`config.mk`:
```
export PLATFORM = sky130hd
export DESIGN_NAME = html_entity_decoder_utf8_flat
export DESIGN_NICKNAME = d
export VERILOG_FILES = /design/src/hed_pkg.sv /design/src/hed_if.sv /design/src/hed_front.sv /design/src/hed_queue.sv /design/src/hed_back.sv /design/src/html_entity_decoder_utf8.sv /design/src/flat_wrapper.sv
export SDC_FILE = /design/constraint.sdc
export NUM_CORES = 1
export LEC_CHECK = 0
export ABC_AREA = 1
export BUFFER_PORTS_ARGS = -buffer_cell sky130_fd_sc_hd__buf_2
export CAP_MARGIN = 20
export CORE_MARGIN = 10
export CORE_UTILIZATION = 30
export CTS_CLUSTER_DIAMETER = 80
export CTS_CLUSTER_SIZE = 12
export DETAILED_ROUTE_END_ITERATION = 12
export PLACE_DENSITY_LB_ADDON = 0.12
export SLEW_MARGIN = 20
export SYNTH_ARGS = -nofsm -noshare
export SYNTH_HDL_FRONTEND = slang
export SYNTH_SLANG_ARGS = --single-unit
```
`constraint.sdc`:
```
create_clock -name clk -period 4.1 [get_ports clk]
set_input_delay 0.82 -clock clk [delete_from_list [all_inputs] [get_ports clk]]
set_output_delay 0.82 -clock clk [all_outputs]
set_load 0.01 [all_outputs]
```
`src/hed_pkg.sv`:
```
// ----------------------------------------------------------------------------
// hed_pkg
// Shared types, constants and UTF-8 helpers for the character reference
// decoder.
// ----------------------------------------------------------------------------
package hed_pkg;

    // Code point range limits for UTF-8 length selection
    localparam logic [20:0] CP_MAX_1B  = 21'h00007f;
    localparam logic [20:0] CP_MAX_2B  = 21'h0007ff;
    localparam logic [20:0] CP_MAX_3B  = 21'h00ffff;
    localparam logic [20:0] CP_MAX_ALL = 21'h10ffff;

    // UTF-8 lead and continuation marks
    localparam logic [7:0] LEAD_2B    = 8'hc0;
    localparam logic [7:0] LEAD_3B    = 8'he0;
    localparam logic [7:0] LEAD_4B    = 8'hf0;
    localparam logic [7:0] CONT_MARK  = 8'h80;
    localparam logic [7:0] CONT_MASK  = 8'h3f;
    localparam logic [7:0] CHAR_QMARK = 8'h3f;

    // Word handed from the parser to the emitter
    typedef struct packed {
        logic        is_code;    // numeric reference: expand as UTF-8
        logic [7:0]  data;       // literal byte when not a code
        logic        rep;        // literal byte is a replacement mark
        logic [20:0] code;       // code point when is_code
        logic        ovf;        // code point overflowed
        logic        text_last;  // word closes the text
    } cmd_t;

    // Number of UTF-8 bytes minus one for a valid code point
    function automatic logic [1:0] utf8_len_m1(input logic [20:0] cp);
        logic [1:0] n;
        if (cp <= CP_MAX_1B)
        begin
            n = 2'd0;
        end
        else if (cp <= CP_MAX_2B)
        begin
            n = 2'd1;
        end
        else if (cp <= CP_MAX_3B)
        begin
            n = 2'd2;
        end
        else
        begin
            n = 2'd3;
        end
        return n;
    endfunction

    // One byte of the UTF-8 encoding of cp
    function automatic logic [7:0] utf8_byte(input logic [20:0] cp,
                                             input logic [1:0]  len_m1,
                                             input logic [1:0]  idx);
        logic [7:0] b;
        logic [7:0] c0;
        logic [7:0] c1;
        logic [7:0] c2;
        c0 = CONT_MARK | ({2'b00, cp[5:0]} & CONT_MASK);
        c1 = CONT_MARK | ({2'b00, cp[11:6]} & CONT_MASK);
        c2 = CONT_MARK | ({2'b00, cp[17:12]} & CONT_MASK);
        case (len_m1)
            2'd0:
            begin
                b = cp[7:0];
            end
            2'd1:
            begin
                b = (idx == 2'd0) ? (LEAD_2B | {3'b000, cp[10:6]}) : c0;
            end
            2'd2:
            begin
                case (idx)
                    2'd0:    b = LEAD_3B | {4'b0000, cp[15:12]};
                    2'd1:    b = c1;
                    default: b = c0;
                endcase
            end
            default:
            begin
                case (idx)
                    2'd0:    b = LEAD_4B | {5'b00000, cp[20:18]};
                    2'd1:    b = c2;
                    2'd2:    b = c1;
                    default: b = c0;
                endcase
            end
        endcase
        return b;
    endfunction

endpackage

```
`src/hed_if.sv`:
```
// ----------------------------------------------------------------------------
// hed_in_if / hed_out_if
// Valid/ready channels for text bytes in and decoded bytes out.
// ----------------------------------------------------------------------------
interface hed_in_if;
    logic       valid;
    logic       ready;
    logic [7:0] in_byte;
    logic       text_end;

    modport source (output valid, output in_byte, output text_end, input ready);
    modport sink   (input valid, input in_byte, input text_end, output ready);
endinterface

interface hed_out_if;
    logic       valid;
    logic       ready;
    logic [7:0] out_byte;
    logic       run_last;
    logic       text_last;
    logic       replaced;

    modport source (output valid, output out_byte, output run_last,
                    output text_last, output replaced, input ready);
    modport sink   (input valid, input out_byte, input run_last,
                    input text_last, input replaced, output ready);
endinterface

```
`src/hed_front.sv`:
```
// ----------------------------------------------------------------------------
// hed_front
// Reference parser: takes one text byte per cycle while the queue is not
// full, tracks reference state and queues at most one emit word per byte.
// ----------------------------------------------------------------------------
module hed_front (
    input  logic          clk,
    input  logic          rst_n,
    hed_in_if.sink        in_ch,
    input  logic          q_full,
    output logic          push,
    output hed_pkg::cmd_t push_data
);

    typedef enum logic [2:0] {
        MODE_PLAIN  = 3'd0,
        MODE_AMP    = 3'd1,
        MODE_HASH   = 3'd2,
        MODE_DIGITS = 3'd3,
        MODE_NAME   = 3'd4
    } mode_t;

    // Name match progress through amp / lt / gt
    localparam logic [3:0] NM_EMPTY = 4'd0;
    localparam logic [3:0] NM_A     = 4'd1;
    localparam logic [3:0] NM_AM    = 4'd2;
    localparam logic [3:0] NM_AMP   = 4'd3;
    localparam logic [3:0] NM_L     = 4'd4;
    localparam logic [3:0] NM_LT    = 4'd5;
    localparam logic [3:0] NM_G     = 4'd6;
    localparam logic [3:0] NM_GT    = 4'd7;
    localparam logic [3:0] NM_FAIL  = 4'd15;

    mode_t       mode_reg, mode_next;
    logic [20:0] value_reg, value_next;
    logic        ovf_reg, ovf_next;
    logic        hex_reg, hex_next;
    logic [3:0]  nm_reg, nm_next;

    logic        accept;
    logic        emit;
    logic        do_digit;
    logic        do_name;
    logic        is_dec;
    logic        is_hex_alpha;
    logic        is_digit;
    logic [3:0]  dig;
    logic [24:0] scaled;
    logic [24:0] acc;
    logic [7:0]  b;

    function automatic logic [3:0] name_step(input logic [3:0] nm, input logic [7:0] c);
        logic [3:0] nx;
        nx = NM_FAIL;
        case (nm)
            NM_EMPTY:
            begin
                if (c == "a")
                begin
                    nx = NM_A;
                end
                else if (c == "l")
                begin
                    nx = NM_L;
                end
                else if (c == "g")
                begin
                    nx = NM_G;
                end
            end
            NM_A:    nx = (c == "m") ? NM_AM : NM_FAIL;
            NM_AM:   nx = (c == "p") ? NM_AMP : NM_FAIL;
            NM_L:    nx = (c == "t") ? NM_LT : NM_FAIL;
            NM_G:    nx = (c == "t") ? NM_GT : NM_FAIL;
            default: nx = NM_FAIL;
        endcase
        return nx;
    endfunction

    assign b           = in_ch.in_byte;
    assign in_ch.ready = !q_full;
    assign accept      = in_ch.valid && !q_full;
    assign push        = accept && emit;

    // Digit classification and accumulation
    assign is_dec       = (b >= "0") && (b <= "9");
    assign is_hex_alpha = hex_reg && (((b >= "a") && (b <= "f")) || ((b >= "A") && (b <= "F")));
    assign is_digit     = is_dec || is_hex_alpha;
    assign dig          = is_dec ? b[3:0] : (b[3:0] + 4'd9);
    assign scaled       = hex_reg ? {value_reg, 4'b0000}
                                  : ({1'b0, value_reg, 3'b000} + {3'b000, value_reg, 1'b0});
    assign acc          = scaled + {21'd0, dig};

    // Next state and emit word
    always_comb
    begin
        mode_next  = mode_reg;
        value_next = value_reg;
        ovf_next   = ovf_reg;
        hex_next   = hex_reg;
        nm_next    = nm_reg;
        emit       = 1'b0;
        do_digit   = 1'b0;
        do_name    = 1'b0;
        push_data  = '0;
        push_data.text_last = in_ch.text_end;

        case (mode_reg)
            MODE_AMP:
            begin
                if (b == "#")
                begin
                    mode_next  = MODE_HASH;
                    value_next = '0;
                    ovf_next   = 1'b0;
                    hex_next   = 1'b0;
                end
                else
                begin
                    mode_next = MODE_NAME;
                    do_name   = 1'b1;
                end
            end
            MODE_HASH:
            begin
                mode_next = MODE_DIGITS;
                if ((b == "x") || (b == "X"))
                begin
                    hex_next = 1'b1;
                end
                else
                begin
                    do_digit = 1'b1;
                end
            end
            MODE_DIGITS:
            begin
                do_digit = 1'b1;
            end
            MODE_NAME:
            begin
                do_name = 1'b1;
            end
            default:
            begin
                if (b == "&")
                begin
                    mode_next  = MODE_AMP;
                    value_next = '0;
                    ovf_next   = 1'b0;
                    hex_next   = 1'b0;
                    nm_next    = NM_EMPTY;
                end
                else
                begin
                    mode_next      = MODE_PLAIN;
                    emit           = 1'b1;
                    push_data.data = b;
                end
            end
        endcase

        // Digit run: accumulate, or close the reference on a non-digit
        if (do_digit)
        begin
            if (!is_digit)
            begin
                emit              = 1'b1;
                push_data.is_code = 1'b1;
                push_data.code    = value_reg;
                push_data.ovf     = ovf_reg;
                mode_next         = MODE_PLAIN;
            end
            else if (!ovf_reg)
            begin
                if (acc > {4'd0, hed_pkg::CP_MAX_ALL})
                begin
                    ovf_next = 1'b1;
                end
                else
                begin
                    value_next = acc[20:0];
                end
            end
        end

        // Name byte: match progress, or resolve on ';'
        if (do_name)
        begin
            if (b == ";")
            begin
                mode_next = MODE_PLAIN;
                emit      = 1'b1;
                case ((mode_reg == MODE_AMP) ? NM_EMPTY : nm_reg)
                    NM_AMP:  push_data.data = "&";
                    NM_LT:   push_data.data = "<";
                    NM_GT:   push_data.data = ">";
                    default:
                    begin
                        push_data.data = hed_pkg::CHAR_QMARK;
                        push_data.rep  = 1'b1;
                    end
                endcase
            end
            else
            begin
                nm_next = name_step((mode_reg == MODE_AMP) ? NM_EMPTY : nm_reg, b);
            end
        end

        // End of text: flush what is pending, then back to reset values
        if (in_ch.text_end)
        begin
            if ((mode_next == MODE_AMP) || (mode_next == MODE_NAME))
            begin
                emit           = 1'b1;
                push_data.data = hed_pkg::CHAR_QMARK;
                push_data.rep  = 1'b1;
            end
            else if ((mode_next == MODE_HASH) || (mode_next == MODE_DIGITS))
            begin
                emit              = 1'b1;
                push_data.is_code = 1'b1;
                push_data.code    = value_next;
                push_data.ovf     = ovf_next;
            end
            mode_next  = MODE_PLAIN;
            value_next = '0;
            ovf_next   = 1'b0;
            hex_next   = 1'b0;
            nm_next    = NM_EMPTY;
        end
    end

    // Parser state
    always_ff @(posedge clk or negedge rst_n)
    begin
        if (!rst_n)
        begin
            mode_reg  <= MODE_PLAIN;
            value_reg <= '0;
            ovf_reg   <= 1'b0;
            hex_reg   <= 1'b0;
            nm_reg    <= NM_EMPTY;
        end
        else if (accept)
        begin
            mode_reg  <= mode_next;
            value_reg <= value_next;
            ovf_reg   <= ovf_next;
            hex_reg   <= hex_next;
            nm_reg    <= nm_next;
        end
    end

    // A closed text leaves the parser idle
    assert property (@(posedge clk) disable iff (!rst_n)
        accept && in_ch.text_end |=> (mode_reg == MODE_PLAIN) && !ovf_reg && !hex_reg)
        else $error("parser state not cleared after end of text");

    // The accumulator never holds a code point beyond the Unicode range
    assert property (@(posedge clk) disable iff (!rst_n)
        value_reg <= hed_pkg::CP_MAX_ALL)
        else $error("accumulated code point out of range");

endmodule

```
`src/hed_queue.sv`:
```
// ----------------------------------------------------------------------------
// hed_queue
// Two-entry queue of emit words between the parser and the emitter.
// ----------------------------------------------------------------------------
module hed_queue (
    input  logic          clk,
    input  logic          rst_n,
    input  logic          push,
    input  hed_pkg::cmd_t push_data,
    output logic          full,
    input  logic          pop,
    output logic          head_valid,
    output hed_pkg::cmd_t head_data
);

    hed_pkg::cmd_t slot_reg [2];
    logic          wr_ptr_reg, wr_ptr_next;
    logic          rd_ptr_reg, rd_ptr_next;
    logic [1:0]    count_reg, count_next;

    assign full       = (count_reg == 2'd2);
    assign head_valid = (count_reg != 2'd0);
    assign head_data  = slot_reg[rd_ptr_reg];

    // Pointer and fill count update
    always_comb
    begin
        wr_ptr_next = push ? ~wr_ptr_reg : wr_ptr_reg;
        rd_ptr_next = pop ? ~rd_ptr_reg : rd_ptr_reg;
        count_next  = count_reg + {1'b0, push} - {1'b0, pop};
    end

    always_ff @(posedge clk or negedge rst_n)
    begin
        if (!rst_n)
        begin
            wr_ptr_reg <= 1'b0;
            rd_ptr_reg <= 1'b0;
            count_reg  <= 2'd0;
        end
        else
        begin
            wr_ptr_reg <= wr_ptr_next;
            rd_ptr_reg <= rd_ptr_next;
            count_reg  <= count_next;
        end
    end

    // Entry storage
    always_ff @(posedge clk)
    begin
        if (push)
        begin
            slot_reg[wr_ptr_reg] <= push_data;
        end
    end

    assert property (@(posedge clk) disable iff (!rst_n) push |-> !full)
        else $error("push into full queue");

    assert property (@(posedge clk) disable iff (!rst_n) pop |-> head_valid)
        else $error("pop from empty queue");

endmodule

```
`src/hed_back.sv`:
```
// ----------------------------------------------------------------------------
// hed_back
// Emitter: expands the head word into one to four output bytes, one per
// cycle while out_ch is not stalled, through a registered output stage.
// ----------------------------------------------------------------------------
module hed_back (
    input  logic          clk,
    input  logic          rst_n,
    input  logic          head_valid,
    input  hed_pkg::cmd_t head_data,
    output logic          pop,
    hed_out_if.source     out_ch
);

    logic       out_valid_reg;
    logic [7:0] out_byte_reg;
    logic       run_last_reg;
    logic       text_last_reg;
    logic       replaced_reg;
    logic [1:0] idx_reg, idx_next;

    logic       load;
    logic       bad_code;
    logic [1:0] len_m1;
    logic [7:0] cur_byte;
    logic       cur_rep;
    logic       at_end;

    // Byte selection for the head word
    always_comb
    begin
        bad_code = head_data.ovf || (head_data.code > hed_pkg::CP_MAX_ALL);
        len_m1   = 2'd0;
        cur_byte = head_data.data;
        cur_rep  = head_data.rep;
        if (head_data.is_code)
        begin
            if (bad_code)
            begin
                cur_byte = hed_pkg::CHAR_QMARK;
                cur_rep  = 1'b1;
            end
            else
            begin
                len_m1   = hed_pkg::utf8_len_m1(head_data.code);
                cur_byte = hed_pkg::utf8_byte(head_data.code, len_m1, idx_reg);
                cur_rep  = 1'b0;
            end
        end
    end

    assign load     = head_valid && (!out_valid_reg || out_ch.ready);
    assign at_end   = (idx_reg == len_m1);
    assign pop      = load && at_end;
    assign idx_next = pop ? 2'd0 : (idx_reg + 2'd1);

    // Output stage and byte index
    always_ff @(posedge clk or negedge rst_n)
    begin
        if (!rst_n)
        begin
            out_valid_reg <= 1'b0;
            idx_reg       <= 2'd0;
        end
        else
        begin
            if (load)
            begin
                out_valid_reg <= 1'b1;
                idx_reg       <= idx_next;
            end
            else if (out_ch.ready)
            begin
                out_valid_reg <= 1'b0;
            end
        end
    end

    always_ff @(posedge clk)
    begin
        if (load)
        begin
            out_byte_reg  <= cur_byte;
            replaced_reg  <= cur_rep;
            run_last_reg  <= at_end;
            text_last_reg <= at_end && head_data.text_last;
        end
    end

    assign out_ch.valid     = out_valid_reg;
    assign out_ch.out_byte  = out_byte_reg;
    assign out_ch.run_last  = run_last_reg;
    assign out_ch.text_last = text_last_reg;
    assign out_ch.replaced  = replaced_reg;

    // Byte index stays inside the current word's encoding
    assert property (@(posedge clk) disable iff (!rst_n)
        head_valid |-> (idx_reg <= len_m1))
        else $error("byte index past end of encoding");

endmodule

```
`src/html_entity_decoder_utf8.sv`:
```
// ----------------------------------------------------------------------------
// html_entity_decoder_utf8
// Streaming HTML character reference decoder with UTF-8 output.
// ----------------------------------------------------------------------------
// The decoder takes one text byte per cycle while its queue has room and
// returns one output byte per cycle while out_ch is ready. Plain text and
// named references pass at one byte per cycle in each direction; a numeric
// reference closes with one to four UTF-8 bytes, which leave the output
// stage one per cycle, so a long run of multi-byte references is bounded
// by the output port. A two-word queue between the parser and the emitter
// lets input continue while the emitter expands a code point, and the output
// register lets the next input be taken while a byte waits on out_ch.
// ----------------------------------------------------------------------------
module html_entity_decoder_utf8 (
    input  logic      clk,
    input  logic      rst_n,
    hed_in_if.sink    in_ch,
    hed_out_if.source out_ch
);

    logic          push;
    hed_pkg::cmd_t push_data;
    logic          q_full;
    logic          pop;
    logic          head_valid;
    hed_pkg::cmd_t head_data;

    hed_front u_front (
        .clk       (clk),
        .rst_n     (rst_n),
        .in_ch     (in_ch),
        .q_full    (q_full),
        .push      (push),
        .push_data (push_data)
    );

    hed_queue u_queue (
        .clk        (clk),
        .rst_n      (rst_n),
        .push       (push),
        .push_data  (push_data),
        .full       (q_full),
        .pop        (pop),
        .head_valid (head_valid),
        .head_data  (head_data)
    );

    hed_back u_back (
        .clk        (clk),
        .rst_n      (rst_n),
        .head_valid (head_valid),
        .head_data  (head_data),
        .pop        (pop),
        .out_ch     (out_ch)
    );

endmodule
```
`src/flat_wrapper.sv`:
```
// flat-port wrapper written by rule: the top's interface ports become plain ports
module html_entity_decoder_utf8_flat 
  (clk, rst_n, in_ch_valid, in_ch_in_byte, in_ch_text_end, in_ch_ready, out_ch_valid, out_ch_out_byte, out_ch_run_last, out_ch_text_last, out_ch_replaced, out_ch_ready);
  hed_in_if in_ch_i ();
  hed_out_if out_ch_i ();
  input  logic clk;
  input  logic rst_n;
  input wire logic [$bits(in_ch_i.valid)-1:0] in_ch_valid;
  input wire logic [$bits(in_ch_i.in_byte)-1:0] in_ch_in_byte;
  input wire logic [$bits(in_ch_i.text_end)-1:0] in_ch_text_end;
  output wire logic [$bits(in_ch_i.ready)-1:0] in_ch_ready;
  output wire logic [$bits(out_ch_i.valid)-1:0] out_ch_valid;
  output wire logic [$bits(out_ch_i.out_byte)-1:0] out_ch_out_byte;
  output wire logic [$bits(out_ch_i.run_last)-1:0] out_ch_run_last;
  output wire logic [$bits(out_ch_i.text_last)-1:0] out_ch_text_last;
  output wire logic [$bits(out_ch_i.replaced)-1:0] out_ch_replaced;
  input wire logic [$bits(out_ch_i.ready)-1:0] out_ch_ready;
  assign in_ch_i.valid = in_ch_valid;
  assign in_ch_i.in_byte = in_ch_in_byte;
  assign in_ch_i.text_end = in_ch_text_end;
  assign in_ch_ready = in_ch_i.ready;
  assign out_ch_valid = out_ch_i.valid;
  assign out_ch_out_byte = out_ch_i.out_byte;
  assign out_ch_run_last = out_ch_i.run_last;
  assign out_ch_text_last = out_ch_i.text_last;
  assign out_ch_replaced = out_ch_i.replaced;
  assign out_ch_i.ready = out_ch_ready;
  html_entity_decoder_utf8 u_core (.clk(clk), .rst_n(rst_n), .in_ch(in_ch_i), .out_ch(out_ch_i));
endmodule
```
; ---- Word-level counts from Yosys, hierarchy flattened
; Memories as Yosys holds them, arrays and structs flattened.
; Cells that the tools add are included.
[word_totals]
reg_bits = 48
ramBits = 66
input_bits = 13
out_inout_bits = 13
word_cells = 192
mem_count = 1
[mem_list]
columns = memory, depth, width, rd, rd_clocked_by_memory_dff, write_ports, line
row1 = u_core.u_queue.slot_reg, 2, 33, 1, 0, 1, hed_queue.sv:16  ; hed_pkg::cmd_t slot_reg [2];
[classes]
add_sub_neg = 6
order_cmp = 11
n_eq_ne = 35
mux = 94
bitwise_logic = 2
n_reduce_logical = 29
[ops]
columns = cell, n
row1 = 21-bit two-way mux, 7
row2 = 22-bit two-way mux, 4
row3 = "8-bit by 7-bit equality test with 1-bit output, second input constant", 8
row4 = 4-bit two-way mux, 14
row5 = 21-bit case mux with 2 select lines, 1
row6 = 1-bit two-way mux, 35
row7 = 32-bit two-way mux, 1
row8 = 8-bit two-way mux, 4
row9 = 9-bit two-way mux, 3
row10 = 24-bit by 22-bit adder with 25-bit output, 1
row11 = 25-bit by 4-bit adder with 25-bit output, 1
row12 = "25-bit by 21-bit greater-than comparator with 1-bit output, second input constant", 1
row13 = 25-bit two-way mux, 1
row14 = "8-bit by 6-bit equality test with 1-bit output, second input constant", 3
row15 = 8-bit case mux with 3 select lines, 1
row16 = "21-bit greater-than comparator, second input constant", 1
row17 = "21-bit by 11-bit <= comparator with 1-bit output, second input constant", 1
row18 = "21-bit by 16-bit <= comparator with 1-bit output, second input constant", 1
row19 = "21-bit by 7-bit <= comparator with 1-bit output, second input constant", 1
row20 = 7-bit case mux with 3 select lines, 1
row21 = 4-bit case mux with 5 select lines, 1
row22 = 3-bit two-way mux, 6
row23 = "4-bit by 3-bit equality test with 1-bit output, second input constant", 4
row24 = "8-bit by 7-bit >= comparator with 1-bit output, second input constant", 2
row25 = other kinds (36), 74

; ---- Logic depth before layout (Yosys ltp)
; Gate-level depths: netlist (run 1).
[logic_depth]
depth_word = 17
depth_mapped = 32
depth_no_buf = 31

; ---- Cells and area by module
; From an unflattened synthesis (run 1), not the netlist that was laid out.
[hier_totals]
cells_unflattened = 1313
hier_area_um2 = 8962.3
[by_module_without_submodules]
columns = mod, instances, cells_each, area_per_inst_um2, seq_area_each_um2
row1 = hed_front, 1, 937, 5087.4, 750.7
row2 = hed_queue, 1, 197, 2660.1, 2082.0
row3 = hed_back, 1, 179, 1214.9, 405.4

; ---- Least setup slack after synthesis (run 1)
; OpenSTA, ideal clock, no wires.
[synth_path]
kind = in2reg
startpoint = in in_ch_in_byte[0]
endpoint = mem u_core.u_queue.slot_reg[0][14] in the netlist's numbering (data pin)
setup_ns = 0.257
t_arrival_ns = 4.601
required_ns = 3.843
setup_slack_ns = -0.758
cell_stages = 30
path_buffers = 1
path_cell_list = inv_1 ha_1 o311ai_0 nand2_1 xor2_1 inv_1 fa_1 inv_1 nand2_1 a21oi_1 nand2_1 nor2_2 nand2_2 nor2_4 nand2_2 nor2_4 nand2_2 nor2_2 nand2_1 nand2_1 nand2_1 inv_2 nand2_2 nor2_4 nand3_2 buf_2 nand2_1 nand2_1 nand2_1 nand2_1
[synth_lines]
columns = element, line
row1 = "start, declared", flat_wrapper.sv:9  ; input wire logic [$bits(in_ch_i.in_byte)-1:0] in_ch_in_byte;
row2 = "end, declared", hed_queue.sv:16

==> results.rst, run 1 <==
.. list-table::
   :header-rows: 1

   * - Metric
     - Value
   * - Result of the run
     - finished clean
   * - Fill cell total of the finished layout
     - 2939
   * - Wire length per cell
     - 15.4 µm
   * - CP max stage delay
     - 340 ps
   * - NumNets Final
     - 1370
   * - Setup repair after global routing missed its margin
     - true
   * - Multi-input logic area
     - 4870 µm²
   * - Routed vias
     - 8043
   * - CTS H-tree lvls
     - 4
   * - Number of clock sinks seen by CTS
     - 114
   * - Total detailed-routing wirelength
     - 26300 µm
   * - Flip-flop count of the largest register after layout
     - 66
   * - Setup violations, final
     - 0
   * - Total GRT Usage
     - 0.148
   * - Weighted congestion at the end of routability-driven global placement
     - 0.877
   * - Area of all placed cells without fillers
     - 10700 µm²
   * - Layout cell share with drive strength beyond 1
     - 0.195
   * - Count of yosys warnings during synthesis
     - 0
   * - Critical path class
     - primary input to flip-flop
   * - DRC
     - 0
   * - Max-cap violation count
     - 0
   * - Mean instance size in the synthesized netlist
     - 6.98 µm²
   * - Remaining number of nets flagged by the antenna check after routing
     - 0
   * - CTS hold repair buffers
     - 0
   * - Setup TNS Final
     - 0 ps
   * - Post-detail-place hpwl
     - 20300 µm
   * - Number of iterations in the first detailed-routing pass
     - 4
   * - Reported leakage power
     - 4.99 nW
   * - Fraction of the yosys area taken by sequential cells
     - 0.378
   * - CP Data Required Time
     - 4250 ps
   * - DR iter-0 viols
     - 670
   * - Critical path fanouts, max
     - 6
   * - Number of buffers created by CTS
     - 17
   * - Tcrit/Tclk final
     - 0.985
   * - Vias in the first global route
     - 7955
   * - Clock skew after layout
     - 12.1 ps
   * - Clock tree from TritonCTS
     - done
   * - Worst vdd ir
     - 280 µV
   * - Clock latency on the worst-skew pair
     - 410 ps
   * - Worst-case clock buffer depth
     - 2
   * - Top-Level Pins
     - 26
   * - Total power divided by cell area
     - 488 nW/µm²
   * - Remaining max-slew budget at the tightest pin
     - 0.493
   * - Synthesized net count
     - 1281
   * - Initial antenna violation count
     - 0
   * - Netlist Area Pre-Place
     - 8570 µm²
   * - Number of synthesized register bits
     - 114
   * - Average via count per standard cell
     - 4.71
   * - Post-DP Area
     - 9590 µm²
   * - CP startpoint kind
     - primary input
   * - Number of standard cells in the final layout excluding fillers
     - 1708
   * - Dominant register cell in the synthesized netlist
     - sky130_fd_sc_hd__edfxtp_1
   * - Capturing element type of the critical path
     - flip-flop
   * - Final hold violation count
     - 0
   * - Final period demand of the worst path
     - 4040 ps
   * - Root cell of the clock tree
     - sky130_fd_sc_hd__clkbuf_16
   * - Async set or reset register ratio after synthesis
     - 0.325
   * - Footprint of the flip-flops and latches
     - 3240 µm²
   * - Y dimension of the die
     - 189 µm
   * - Die X
     - 189 µm
   * - Starting density of the core
     - 0.306
   * - Clock slew at reported path FFs
     - 70 ps
   * - Ant. Diodes
     - 0
   * - Synthesis-to-finish area growth
     - 24.2%
   * - Transition at the pin with the smallest max-transition slack
     - 755 ps
   * - Highest-delay cell along the critical path
     - sky130_fd_sc_hd__o311ai_4
   * - Number of enable-type register cells in the synthesized netlist
     - 77
   * - Worst EP arrival
     - 4190 ps
   * - Total gr overflow
     - 0
   * - Max-slew violation total from the final report
     - 0
   * - First-pass GRT wire length
     - 42900 µm
   * - Worst hold path class
     - primary input to async pin
   * - Fmax
     - 248 MHz
   * - Post-synth cell types
     - 44
   * - Core Util, Final
     - 0.380
   * - Core Box Area
     - 28000 µm²
   * - Placed cell count
     - 1664
   * - Synth Instances
     - 1228
   * - Row count
     - 61
   * - Maximum number of pins on one net before global-route repair
     - 35
   * - Buffering stage count on the worst path with inverters included
     - 6
   * - Critical path's top delay family
     - simple AND/OR/NAND/NOR gates
   * - Port-buffer cells
     - 25
   * - Die footprint
     - 35700 µm²
==> logic make-up after synthesis <==
kind of cell	after synthesis	synth area share
xor+xnor	21	0.0214
mux	10	0.0117
buf+inv	218	0.0970
compound gates	121	0.0858
fa+ha+maj	40	0.0601
flops	114	0.378
simple gates	704	0.346
==> cell type report <==
cell class / count / area share
Inverter: 189 / 0.0671
Tap cell: 378 / 0.0444
Clock buffer: 17 / 0.0399
Clock inverter: 15 / 0.0161
Timing Repair Buffer: 99 / 0.0710
Sequential cell: 114 / 0.304
Multi-Input combinational cell: 896 / 0.458
==> worst reg2reg max path: cells and delay by family, from the launching register on <==
| kind | cells | cell delay, ps |
|---|---|---|
| and+or+nand+nor | 21 | 2290 |
| adders and majority gates | 2 | 690 |
| buffers and inverters | 2 | 230 |
| DFF | 1 | 400 |
==> where the power goes <==
group / switching, W / internal [W] / leakage, nW
Clock: 0.000600 / 0.000914 / 0.297
Combinational: 0.00134 / 0.000587 / 3.46
Sequential: 0.000102 / 0.00166 / 1.23
==> path summary, 6_finish.rpt <==
| check | endpoint | slack, ps | cells past startpoint | from |
|---|---|---|---|---|
| max | u_core.u_queue.slot_reg[1][21] | 60 | 32 | in_ch_in_byte[1] |
| min reg2reg | u_core.u_queue.count_reg[0] | 540 | 1 | u_core.u_queue.count_reg[0] |
| max in group asynchronous | u_core.u_front.value_reg[11] | 2960 | 2 | rst_n |
| min in group clk | u_core.u_queue.count_reg[0] | 540 | 1 | u_core.u_queue.count_reg[0] |
| min | u_core.u_back.idx_reg[0] | 440 | 1 | rst_n |
| max reg2reg | u_core.u_queue.slot_reg[1][21] | 230 | 25 | u_core.u_front.value_reg[0] |
==> through the flow <==
| step | hold WS, ps | setup slack, ps | power, W |
|---|---|---|---|
| 3_5_place_dp | 518 | -499 | 0.00372 |
| 3_3_place_gp | 525 | -434 | 0.00373 |
| 5_1_grt | 477 | -200 | 0.00557 |
| 2_1_floorplan | 489 | -111 | 0.00302 |
| 6_report | 443 | 59.8 | 0.00520 |
| 4_1_cts | 440 | -3.94 | 0.00526 |
==> cells in the mapped netlist (all sizes together), types with 11 or more instances <==
| cell type | instances | area, µm² |
|---|---|---|
| nand4 | 35 | 219 |
| o21ai | 46 | 234 |
| edfxtp | 77 | 2310 |
| xor2 | 11 | 96.3 |
| clkbuf | 16 | 60.1 |
| buf | 13 | 62.6 |
| inv | 189 | 709 |
| a21oi | 33 | 165 |
| nor2 | 114 | 483 |
| nand3 | 80 | 410 |
| nand2 | 445 | 1690 |
| nor3 | 17 | 85.1 |
| dfrtp | 37 | 926 |
| ha | 38 | 475 |
==> timing repair <==
action / in CTS / in global routing
resized for setup: 11 / 109
cloned: 1 / 1
setup buffers: 4 / 7
pin swaps: 0 / 21
hold endpoints to repair: 0 / 0
setup endpoints to repair: 32 / 66
==> per-layer routing <==
layer  global-route usage  wire length (µm)  vias up
met5                    0                 0        -
met4               0.0391               437        0
met3               0.0219               867       19
met2                0.230             11800      156
met1                0.209             13200     3715
li1                     -                 -     4153
==> placed cells by master (no fill, tap or decap), types with 4 or more instances in the layout <==
master / netlist / layout
sky130_fd_sc_hd__nand4_1: 35 / 35
sky130_fd_sc_hd__clkbuf_16: 0 / 17
sky130_fd_sc_hd__or2_2: 8 / 8
sky130_fd_sc_hd__nand2_1: 437 / 372
sky130_fd_sc_hd__nand2_4: 0 / 8
sky130_fd_sc_hd__dfrtp_1: 37 / 37
sky130_fd_sc_hd__nand2_2: 8 / 65
sky130_fd_sc_hd__xor2_1: 11 / 9
sky130_fd_sc_hd__xnor2_1: 10 / 10
sky130_fd_sc_hd__buf_4: 1 / 63
sky130_fd_sc_hd__edfxtp_1: 77 / 77
sky130_fd_sc_hd__o21ai_0: 44 / 42
sky130_fd_sc_hd__nor2_2: 7 / 5
sky130_fd_sc_hd__a31oi_1: 6 / 6
sky130_fd_sc_hd__nand3_1: 78 / 75
sky130_fd_sc_hd__buf_6: 0 / 10
sky130_fd_sc_hd__o211ai_1: 4 / 4
sky130_fd_sc_hd__mux2i_1: 10 / 10
sky130_fd_sc_hd__nor3_1: 17 / 16
sky130_fd_sc_hd__o22ai_1: 4 / 4
sky130_fd_sc_hd__clkinv_4: 0 / 4
sky130_fd_sc_hd__nor2_4: 5 / 10
sky130_fd_sc_hd__inv_1: 183 / 177
sky130_fd_sc_hd__a32oi_1: 5 / 5
sky130_fd_sc_hd__ha_1: 38 / 35
sky130_fd_sc_hd__o221ai_1: 10 / 10
sky130_fd_sc_hd__buf_2: 8 / 23
sky130_fd_sc_hd__inv_2: 6 / 11
sky130_fd_sc_hd__inv_6: 0 / 6
sky130_fd_sc_hd__nor2_1: 102 / 99
sky130_fd_sc_hd__a21oi_1: 33 / 30
No activity file was read; power rests on OpenSTA's default activity.
==> inputs of run 2 (changes only) <==
- REMOVE_ABC_BUFFERS: unset -> 1
==> results.rst, run 2 (synthesized netlist as in run 1, its figures left out) <==
.. list-table::
   :header-rows: 1

   * - Metric
     - Value
   * - Result of the run
     - finished with violations
   * - Violated checks
     - negative setup slack
   * - Fill cell total of the finished layout
     - 2953 (+0.48%)
   * - R2r worst-path depth
     - 23 (-8.0%)
   * - CP max stage delay
     - 330 ps (about the same)
   * - Placed cell count
     - 1683 (+1.1%)
   * - Smallest setup slack after layout
     - -111 ps (-170 ps)
   * - Routed vias
     - 8199 (+1.9%)
   * - Total design power
     - 0.00531 W (+2.0%)
   * - Metal2 WL
     - 12600 µm (+6.7%)
   * - Core Box Area
     - 28000 µm² (unchanged)
   * - Worst hold path class
     - primary input to async pin
   * - Capturing element type of the critical path
     - flip-flop
   * - CTS H-tree lvls
     - 4 (unchanged)
   * - Post-detail-place hpwl
     - 20700 µm (+2.1%)
   * - Multi-input logic area
     - 4970 µm² (+1.9%)
   * - Highest-delay cell along the critical path
     - sky130_fd_sc_hd__fa_2
   * - Most frequent cell on the critical path
     - sky130_fd_sc_hd__nand2_2
   * - Transition at the pin with the smallest max-transition slack
     - 724 ps (-30.5 ps)
   * - FF-to-FF End
     - u_core.u_queue.slot_reg[1][15]
   * - Total GRT Usage
     - 0.152 (+0.00396)
   * - Remaining max-slew budget at the tightest pin
     - 0.513 (+0.0205)
   * - Reg2Reg Launch Point
     - u_core.u_front.value_reg[8]
   * - Most common library cell in the layout ignoring fill and taps
     - sky130_fd_sc_hd__nand2_1
   * - Total detailed-routing wirelength
     - 27000 µm (+2.6%)
   * - Uppermost layer routed
     - met4
   * - DRC
     - 0 (unchanged)
   * - Port-buffer cells
     - 25 (unchanged)
   * - Fmax
     - 237 MHz (-4.0%)
   * - Max-slew violation total from the final report
     - 0 (unchanged)
   * - Synthesis-to-finish area growth
     - 28.4%
   * - Top-Level Pins
     - 26 (unchanged)
   * - Setup TNS Final
     - -3670 ps (-3670 ps)
   * - Final hold violation count
     - 0 (unchanged)
   * - Critical path fanouts, max
     - 7 (+1)
   * - Most used cells in the layout excluding fill and tap cells
     - 351 x sky130_fd_sc_hd__nand2_1, 178 x sky130_fd_sc_hd__inv_1, 97 x sky130_fd_sc_hd__nor2_1
   * - Weighted congestion at the end of routability-driven global placement
     - 0.896 (+2.2%)
   * - Vias in the first global route
     - 7921 (-0.43%)
   * - Reported leakage power
     - 5.16 nW (+3.4%)
   * - Wire length per cell
     - 15.6 µm (+1.5%)
   * - Number of clock sinks seen by CTS
     - 114 (unchanged)
   * - Remaining number of nets flagged by the antenna check after routing
     - 0 (unchanged)
   * - CTS hold repair buffers
     - 0 (unchanged)
   * - Number of standard cells in the final layout excluding fillers
     - 1728 (+1.2%)
   * - Die footprint
     - 35700 µm² (unchanged)
   * - NumNets Final
     - 1390 (+1.5%)
   * - Number of buffers created by CTS
     - 17 (unchanged)
   * - Clock skew after layout
     - 11.6 ps (-0.529 ps)
   * - Max-cap violation count
     - 0 (unchanged)
   * - Die X
     - 189 µm (unchanged)
   * - Root cell of the clock tree
     - sky130_fd_sc_hd__clkbuf_16
   * - First-pass GRT wire length
     - 43800 µm (+2.1%)
   * - Average via count per standard cell
     - 4.74 (+0.76%)
   * - Clock tree from TritonCTS
     - done
   * - Critical path class
     - primary input to flip-flop
   * - Worst EP arrival
     - 4360 ps (+170 ps)
   * - DR iter-0 viols
     - 474 (-29%)
   * - Row count
     - 61 (unchanged)
   * - R2R Setup Slk
     - 230 ps (about the same)
   * - Layout cell share with drive strength beyond 1
     - 0.224 (+0.0290)
   * - CP Data Required Time
     - 4250 ps (about the same)
   * - CP startpoint kind
     - primary input
   * - Maximum number of pins on one net before global-route repair
     - 38 (+8.6%)
   * - Setup repair after global routing missed its margin
     - true
   * - Routed wl met3
     - 854 µm (-1.5%)
   * - Total gr overflow
     - 0 (unchanged)
   * - Y dimension of the die
     - 189 µm (unchanged)
   * - Clock slew at reported path FFs
     - 50 ps (-20 ps)
   * - Final period demand of the worst path
     - 4210 ps (+170 ps)
   * - Worst-case clock buffer depth
     - 2 (unchanged)
   * - Footprint of the flip-flops and latches
     - 3240 µm² (unchanged)
   * - Clock latency on the worst-skew pair
     - 420 ps (about the same)
   * - Initial antenna violation count
     - 0 (unchanged)
   * - Starting density of the core
     - 0.306 (unchanged)
   * - Flip-flop count of the largest register after layout
     - 66 (unchanged)
   * - Number of iterations in the first detailed-routing pass
     - 4 (unchanged)
   * - Tcrit/Tclk final
     - 1.03 (+0.0416)
   * - Setup violations, final
     - 54 (+54)
   * - Total power divided by cell area
     - 482 nW/µm² (-1.3%)
   * - Ant. Diodes
     - 0 (unchanged)
   * - Met1 Wirelength
     - 13200 µm (-0.48%)
   * - Worst vdd ir
     - 272 µV (-2.9%)
-- run 2: changes by cell type in the layout (fill, tap and decap cells not counted), sizes merged --
cell      before  now
buf           99  119
clkinvlp       0    1
clkinv         6    3
bufinv         2    4
-- run 2: critical path, delay by kind of cell --
family	cells	cell delay (ps)
fa+ha+maj	3	680
buf+inv	7	620
compound gates	3	470
simple gates	20	1770
-- run 2: per-stage QoR --
| step | area, µm² | hold slack, ps | utilization | worst slack [ps] |
|---|---|---|---|---|
| global route | 11000 | 428 | 0.393 | -369 |
| global placement | 9690 | 521 | 0.346 | -782 |
| detailed placement | 9690 | 518 | 0.346 | -856 |
| floorplan | 8450 | 489 | - | -1250 |
| finish | 11000 | 401 | 0.393 | -111 |
| CTS | 10700 | 548 | 0.382 | -11.0 |
-- run 2: repair_timing --
| action | in CTS | in global routing |
|---|---|---|
| buffers inserted | 9 | 4 |
| resized for setup | 83 | 87 |
| endpoints found under the setup margin | 66 | 66 |
| pin swaps | 32 | 42 |
| gates cloned | 1 | 0 |
-- run 2: how the worst max path moves through the flow --
stage,cells after the start,start,to,slack [ps]
after floorplan,25,in_ch_in_byte[0],u_core.u_queue.slot_reg[0][10],-1250
after global placement,29,in_ch_in_byte[0],u_core.u_queue.slot_reg[0][15],-780
after detailed placement,29,in_ch_in_byte[0],u_core.u_queue.slot_reg[1][15],-860
after CTS,30,in_ch_in_byte[1],u_core.u_queue.slot_reg[1][11],-10
after global routing,33,in_ch_in_byte[0],u_core.u_queue.slot_reg[1][15],-370
final,33,in_ch_in_byte[0],u_core.u_queue.slot_reg[1][15],-110
-- run 2: cell type report --
| cell class | count | share of cell area |
|---|---|---|
| multi-input cells | 896 | 0.451 |
| well taps | 378 | 0.0430 |
| flip-flops and latches | 114 | 0.294 |
| clock inverters | 15 | 0.0200 |
| repair buffers | 119 | 0.0874 |
| clock buffers | 17 | 0.0387 |
| inverters | 189 | 0.0654 |
-- run 2: report_power, final --
group	switching [W]	leakage [nW]	internal, W	total, W
sequential	0.000103	1.23	0.00165	0.00176
combinational	0.00133	3.62	0.000598	0.00193
clock	0.000581	0.313	0.00104	0.00162
total	0.00202	5.16	0.00329	0.00531
-- run 2: routing by layer --
| metal | vias to the layer above | track usage |
|---|---|---|
| met5 | - | 0 |
| met4 | 0 | 0.0427 |
| met3 | 23 | 0.0206 |
| met2 | 161 | 0.247 |
| met1 | 3805 | 0.206 |
| li1 | 4210 | - |
